### config.mk
export PLATFORM = sky130hd
export DESIGN_NAME = qpt_norm
export DESIGN_NICKNAME = d
export VERILOG_FILES = /design/src/sv/qpt_pkg.sv /design/src/sv/qpt_norm.sv
export SDC_FILE = /design/constraint.sdc
export NUM_CORES = 2
export LEC_CHECK = 0
export ABC_AREA = 1
export BUFFER_PORTS_ARGS = -buffer_cell sky130_fd_sc_hd__buf_4
export CAP_MARGIN = 20
export CORE_MARGIN = 5
export CORE_UTILIZATION = 30
export DETAILED_ROUTE_END_ITERATION = 8
export PLACE_DENSITY = 0.56
export RECOVER_POWER = 25
export SKIP_LAST_GASP = 1
export SYNTH_ARGS = -nofsm -noshare
export SYNTH_HDL_FRONTEND = slang
export SYNTH_SLANG_ARGS = --single-unit
### constraint.sdc
create_clock -name clock -period 27.5 [get_ports clock]
set_input_delay 1.375 -clock clock [delete_from_list [all_inputs] [get_ports clock]]
set_output_delay 1.375 -clock clock [all_outputs]
set_load 0.01 [all_outputs]
### src/sv/qpt_pkg.sv
// Shared types, register indexes and constants for the quaternion point transform.
package qpt_pkg;

   typedef logic signed [31:0] word_type;
   typedef word_type quat_type [4];
   typedef word_type vec_type [3];

   localparam int CsrIndexWidth = 3;

   typedef enum logic [CsrIndexWidth-1:0] {
      CSR_ROT_X   = 3'd0,
      CSR_ROT_Y   = 3'd1,
      CSR_ROT_Z   = 3'd2,
      CSR_ROT_W   = 3'd3,
      CSR_TRANS_X = 3'd4,
      CSR_TRANS_Y = 3'd5,
      CSR_TRANS_Z = 3'd6
   } csr_index_type;

   // Unit value in Q2.30
   localparam word_type QOne = 32'sh4000_0000;

   // Status of the normalizer seen by the top level
   typedef struct packed {
      logic busy;
   } norm_status_type;

endpackage

### src/sv/qpt_norm.sv
// Multi-cycle normalizer: turns the raw quaternion into a unit quaternion in Q2.30.
module qpt_norm (
   input  logic                     clock,
   input  logic                     reset,
   input  logic                     start,
   input  qpt_pkg::quat_type        rot,
   output qpt_pkg::norm_status_type status,
   output qpt_pkg::quat_type        unit_q
);

   typedef enum logic [2:0] {
      S_IDLE, S_SHIFT, S_SQUARE, S_SQRT, S_DLOAD, S_DIV
   } state_type;

   state_type         state_ff;
   logic [30:0]       m_ff [4];
   logic [3:0]        neg_ff;
   logic [30:0]       mx_ff;
   logic [1:0]        idx_ff;
   logic [63:0]       acc_ff;
   logic [63:0]       s_ff;
   logic [63:0]       res_ff;
   logic [63:0]       bit_ff;
   logic [5:0]        cnt_ff;
   logic [31:0]       len_ff;
   logic [61:0]       div_ff;
   logic [31:0]       rem_ff;
   logic [31:0]       quo_ff;
   qpt_pkg::quat_type u_ff;

   logic [31:0] mag_in [4];
   logic [30:0] clamp_in [4];
   logic [30:0] max_in;
   logic [61:0] sq_in;
   logic [63:0] acc_in;
   logic [63:0] trial_in;
   logic [32:0] rem_sh_in;
   logic        fit_in;
   logic [31:0] quo_in;

   // Clamp magnitudes and find the largest
   always_comb begin
      max_in = '0;
      for (int i = 0; i < 4; i++) begin
         mag_in[i]   = rot[i][31] ? 32'(-rot[i]) : 32'(rot[i]);
         clamp_in[i] = mag_in[i][31] ? 31'h7FFF_FFFF : mag_in[i][30:0];
         if (clamp_in[i] > max_in) max_in = clamp_in[i];
      end
   end

   // Shared squarer, root trial and divider step
   assign sq_in     = m_ff[idx_ff] * m_ff[idx_ff];
   assign acc_in    = acc_ff + 64'(sq_in);
   assign trial_in  = res_ff + bit_ff;
   assign rem_sh_in = {rem_ff, div_ff[61]};
   assign fit_in    = rem_sh_in >= {1'b0, len_ff};
   assign quo_in    = {quo_ff[30:0], fit_in};

   always_ff @(posedge clock) begin
      if (reset) begin
         state_ff <= S_IDLE;
         u_ff[0]  <= '0;
         u_ff[1]  <= '0;
         u_ff[2]  <= '0;
         u_ff[3]  <= qpt_pkg::QOne;
      end else if (start) begin
         // Load the current registers; a start while busy begins again
         for (int i = 0; i < 4; i++) begin
            m_ff[i]   <= clamp_in[i];
            neg_ff[i] <= rot[i][31];
         end
         mx_ff <= max_in;
         if (max_in == '0) begin
            u_ff[0]  <= '0;
            u_ff[1]  <= '0;
            u_ff[2]  <= '0;
            u_ff[3]  <= qpt_pkg::QOne;
            state_ff <= S_IDLE;
         end else begin
            state_ff <= S_SHIFT;
         end
      end else begin
         unique case (state_ff)
            S_IDLE: ;
            // Scale up until the largest magnitude reaches 2^30
            S_SHIFT: begin
               if (!mx_ff[30]) begin
                  mx_ff <= {mx_ff[29:0], 1'b0};
                  for (int i = 0; i < 4; i++) m_ff[i] <= {m_ff[i][29:0], 1'b0};
               end else begin
                  idx_ff   <= '0;
                  acc_ff   <= '0;
                  state_ff <= S_SQUARE;
               end
            end
            // Accumulate the squared norm
            S_SQUARE: begin
               acc_ff <= acc_in;
               idx_ff <= idx_ff + 2'd1;
               if (idx_ff == 2'd3) begin
                  s_ff     <= acc_in;
                  res_ff   <= '0;
                  bit_ff   <= 64'h4000_0000_0000_0000;
                  cnt_ff   <= '0;
                  state_ff <= S_SQRT;
               end
            end
            // One root bit per cycle
            S_SQRT: begin
               if (s_ff >= trial_in) begin
                  s_ff   <= s_ff - trial_in;
                  res_ff <= (res_ff >> 1) + bit_ff;
               end else begin
                  res_ff <= res_ff >> 1;
               end
               bit_ff <= bit_ff >> 2;
               cnt_ff <= cnt_ff + 6'd1;
               if (cnt_ff == 6'd31) begin
                  len_ff   <= s_ff >= trial_in ? 32'((res_ff >> 1) + bit_ff)
                                               : 32'(res_ff >> 1);
                  idx_ff   <= '0;
                  state_ff <= S_DLOAD;
               end
            end
            // Numerator is the magnitude in Q2.30 plus half the length
            S_DLOAD: begin
               div_ff   <= {1'b0, m_ff[idx_ff], 30'd0} + 62'(len_ff >> 1);
               rem_ff   <= '0;
               quo_ff   <= '0;
               cnt_ff   <= '0;
               state_ff <= S_DIV;
            end
            // One quotient bit per cycle
            S_DIV: begin
               rem_ff <= fit_in ? 32'(rem_sh_in - {1'b0, len_ff}) : rem_sh_in[31:0];
               quo_ff <= quo_in;
               div_ff <= {div_ff[60:0], 1'b0};
               cnt_ff <= cnt_ff + 6'd1;
               if (cnt_ff == 6'd61) begin
                  u_ff[idx_ff] <= neg_ff[idx_ff] ? -quo_in : quo_in;
                  idx_ff       <= idx_ff + 2'd1;
                  state_ff     <= (idx_ff == 2'd3) ? S_IDLE : S_DLOAD;
               end
            end
            default: state_ff <= S_IDLE;
         endcase
      end
   end

   assign status.busy = state_ff != S_IDLE;
   assign unit_q      = u_ff;

endmodule

==> reports/summary.txt <==
RUN STATUS
--------------------------------------------------------------------------------------------------
Status                                                                                finished, violations left
Failing checks                                                                        capacitance limit, slew limit

YOSYS
--------------------------------------------------------------------------------------------------
Post-Syn Area                                                                            72800 um2
Async set-or-reset flop fraction in the synthesized netlist                                     0%
Top cells by area in the synthesized netlist                                          edfxtp_1, fa_1, inv_1
Main flop type after synthesis                                                            edfxtp_1
Net Count, Synth                                                                             10300
Distinct cell type count after synthesis                                                        65
Synthesized netlist cell count                                                                8851
Area share of the largest cell type after synthesis                                          22.5%
Sequential share of the synthesized area                                                     26.2%
Library cell with the largest summed area after synthesis                                 edfxtp_1
Flops & latches, synth                                                                         681
Syn avg cell area                                                                         8.23 um2
Number of enable-type register cells in the synthesized netlist                                545
Total of warnings raised by yosys                                                                0

DETAILED ROUTING
--------------------------------------------------------------------------------------------------
Count of TritonRoute iterations in the first routing pass                                        6
Number of DRC markers in iteration 0                                                          5068
Antenna viol nets, final                                                                         0
Total via count after detailed routing                                                       60100
Routed WL                                                                                   232 mm
Avg WL per Cell                                                                            18.9 um
Number of DRC violations after detailed routing                                                  0
Routed via count divided by cell count                                                        4.89

DIE
--------------------------------------------------------------------------------------------------
Number of placed I/O pins                                                                      260
Total core area                                                                         243000 um2
Die Y                                                                                       503 um
Die Width                                                                                   503 um
Initial standard-cell utilization of the core                                                30.0%
Area enclosed by the die boundary                                                       253000 um2
Row count                                                                                      181

HOLD PATH
--------------------------------------------------------------------------------------------------
Hold crit path type                                                                     reg -> reg

TIMING
--------------------------------------------------------------------------------------------------
Tmin final                                                                                12.29 ns
Min Hold Slack                                                                            0.462 ns
Slew at the pin closest to its max-slew limit                                              3.69 ns
Worst-case clock skew                                                                    0.0521 ns
Number of hold violations in the final report                                                    0
Final setup violation count                                                                      0
Max Slew Vio Count                                                                             506
Unrepaired setup endpoints after global routing                                              false
Achievable Freq                                                                         0.0814 GHz
Portion of the clock cycle consumed by the worst path in the final layout                    44.7%
Setup TNS                                                                                     0 ns
Remaining max-slew budget at the tightest pin                                                -146%

GLOBAL ROUTE
--------------------------------------------------------------------------------------------------
Initial antenna violation count                                                                  7
All-Layer GR Usage                                                                           18.2%
First-pass GRT wire length                                                                  362 mm
Number of global-route vias before repair                                                    61700
Residual overflow from global routing                                                            0
Pin count of the biggest net entering global routing                                            92

WORST SETUP PATH
--------------------------------------------------------------------------------------------------
Critical path capture point type                                                          register
Required time of the critical path                                                        28.06 ns
Category of the most critical setup path                                                 in -> reg
Worst-path fanout max                                                                           60
Slowest Stage Delay on Critical Path                                                       0.81 ns
Worst path slowest cell                                                                   clkbuf_1
Slack of the worst reg-to-reg path                                                        15.73 ns
Critical Path Most Common Cell                                                             nand2_1
Endpoint arrival time on the critical path                                                12.85 ns
Element type at the critical path start                                               primary input

CTS
--------------------------------------------------------------------------------------------------
Number of clock sinks                                                                          681
Buffer depth of the longest clock path                                                           3
CTS HTree Levels                                                                                 3
TritonCTS clock tree                                                                         built
Cts-stage hold buffer count                                                                      0
Clock Root Buffer                                                                        clkbuf_16
Clock transition time at the flip-flop clock pins of the worst setup and hold paths        0.06 ns
TritonCTS buffer count                                                                          88
Worst skew pair latency                                                                    0.75 ns
Setup bufs post-CTS                                                                              0
Quantity of gates resized following cts                                                          0

LAYOUT
--------------------------------------------------------------------------------------------------
Number of filler cells placed in the layout                                                  25500
Final standard cell count with taps included and fillers excluded                            12300
Proportion of layout cells with a drive suffix above 1                                       5.33%
Relative area change from synthesis to final layout                                          11.3%
Final nets                                                                                   10500

PLACE
--------------------------------------------------------------------------------------------------
Number of placed instances with taps included                                                12100
# port buffers                                                                                 259
Post-DP HPWL                                                                                186 mm
Final weighted congestion of routability-driven global placement                             0.927

JOB
--------------------------------------------------------------------------------------------------
Max-cap viol count                                                                              10

==> sequential cells by signal, indices dropped and copies added, names as in the netlist, named ones only <==
| register | count |
|---|---|
| rem_ff | 32 |
| bit_ff | 32 |
| state_ff | 3 |
| acc_ff | 64 |
| div_ff | 62 |
| s_ff | 64 |
| res_ff | 64 |
| m_ff | 124 |
| unit_q | 128 |
| cnt_ff | 6 |
| len_ff | 32 |
| neg_ff | 4 |
| quo_ff | 31 |
| idx_ff | 2 |
| mx_ff | 31 |
==> area by class of cell <==
| class | instances | area (um2) | share of cell area (%) |
|---|---|---|---|
| timing repair buffer | 356 | 2180 | 2.69 |
| tap | 3202 | 4010 | 4.94 |
| clock buffer | 108 | 2400 | 2.96 |
| inverter | 1810 | 6790 | 8.38 |
| sequential | 681 | 19100 | 23.5 |
| multi-input combinational | 6084 | 45900 | 56.6 |
| antenna | 9 | 22.5 | 0.0278 |
| clock inverter | 54 | 673 | 0.830 |
==> Yosys cell counts (all sizes together) (3+ instances only) <==
master / n
o21bai: 20
o22ai: 41
edfxtp: 545
nand3b: 25
a31oi: 48
nor3: 93
nor4: 26
and2: 3
a211oi: 21
o221ai: 6
buf: 67
o211ai: 16
a21oi: 492
nand4: 45
dfxtp: 136
ha: 513
o31ai: 18
nor3b: 7
a21boi: 21
nor2: 1025
clkbuf: 209
a311oi: 3
a22o: 33
a22oi: 12
and3: 5
inv: 1797
o21ai: 584
a32oi: 25
clkinv: 13
a221oi: 6
o21a: 21
nand3: 270
nand2: 1505
fa: 810
a21o: 12
xnor2: 116
or2: 33
xor2: 216
==> worst max-delay path: cells and delay by family <==
| family | cells | cell delay, ns |
|---|---|---|
| simple gates | 27 | 5.99 |
| fa+ha+maj | 3 | 1.08 |
| buf+inv | 6 | 2.03 |
| compound gates | 11 | 2.32 |
==> through the flow <==
step / area, um2 / worst slack, ns / utilization [%]
final: 81100 / 15.21 / 33.4
after global routing: 81100 / 14.02 / 33.4
after CTS: 81500 / 15.49 / 33.6
after detailed placement: 78500 / 14.92 / 32.3
after global placement: 78500 / 15.00 / 32.3
after floorplan: 72800 / 17.65 / -
==> kinds of logic (layout without fill, tap and decap cells) <==
| group | count (synthesis) | count (layout) | share of synthesized area [%] |
|---|---|---|---|
| simple gates | 3038 | 3038 | 17.2 |
| buf+inv | 2086 | 2328 | 10.9 |
| compound gates | 1390 | 1390 | 10.6 |
| fa+ha+maj | 1323 | 1323 | 31.1 |
| flops | 681 | 681 | 26.2 |
| xor+xnor | 332 | 332 | 3.99 |
| mux | 1 | 1 | 0.0137 |
| other cells | 0 | 9 | 0 |
==> metal layers <==
metal,wire length [um],GRT usage [%],up-vias
li1,-,-,28400
met1,103000,24.8,29600
met2,109000,30.5,1792
met3,14700,2.67,264
met4,5790,4.55,0
met5,0,0,-
==> placed cells by master, fill, tap and decap left out, types with 154 or more instances in the layout <==
cell type  Yosys  layout
buf_4          7     210
edfxtp_1     545     545
fa_1         810     810
a21oi_1      492     492
nor2_1      1014    1009
nand3_1      253     253
ha_1         513     513
o21ai_0      546     545
clkbuf_1     209     154
xor2_1       216     216
nand2_1     1495    1493
inv_1       1768    1767
==> final timing paths <==
check,startpoint,cells past startpoint,to
setup reg to reg,register,35,s_ff[48]
hold reg to reg,unit_q[98],2,unit_q[98]
hold / removal,unit_q[98],2,unit_q[98]
setup / recovery,rot[95],47,unit_q[58]
Power is left out: the tool's default activity adds up to more than one toggle a clock period on the data nets, which glitch-free logic cannot reach.
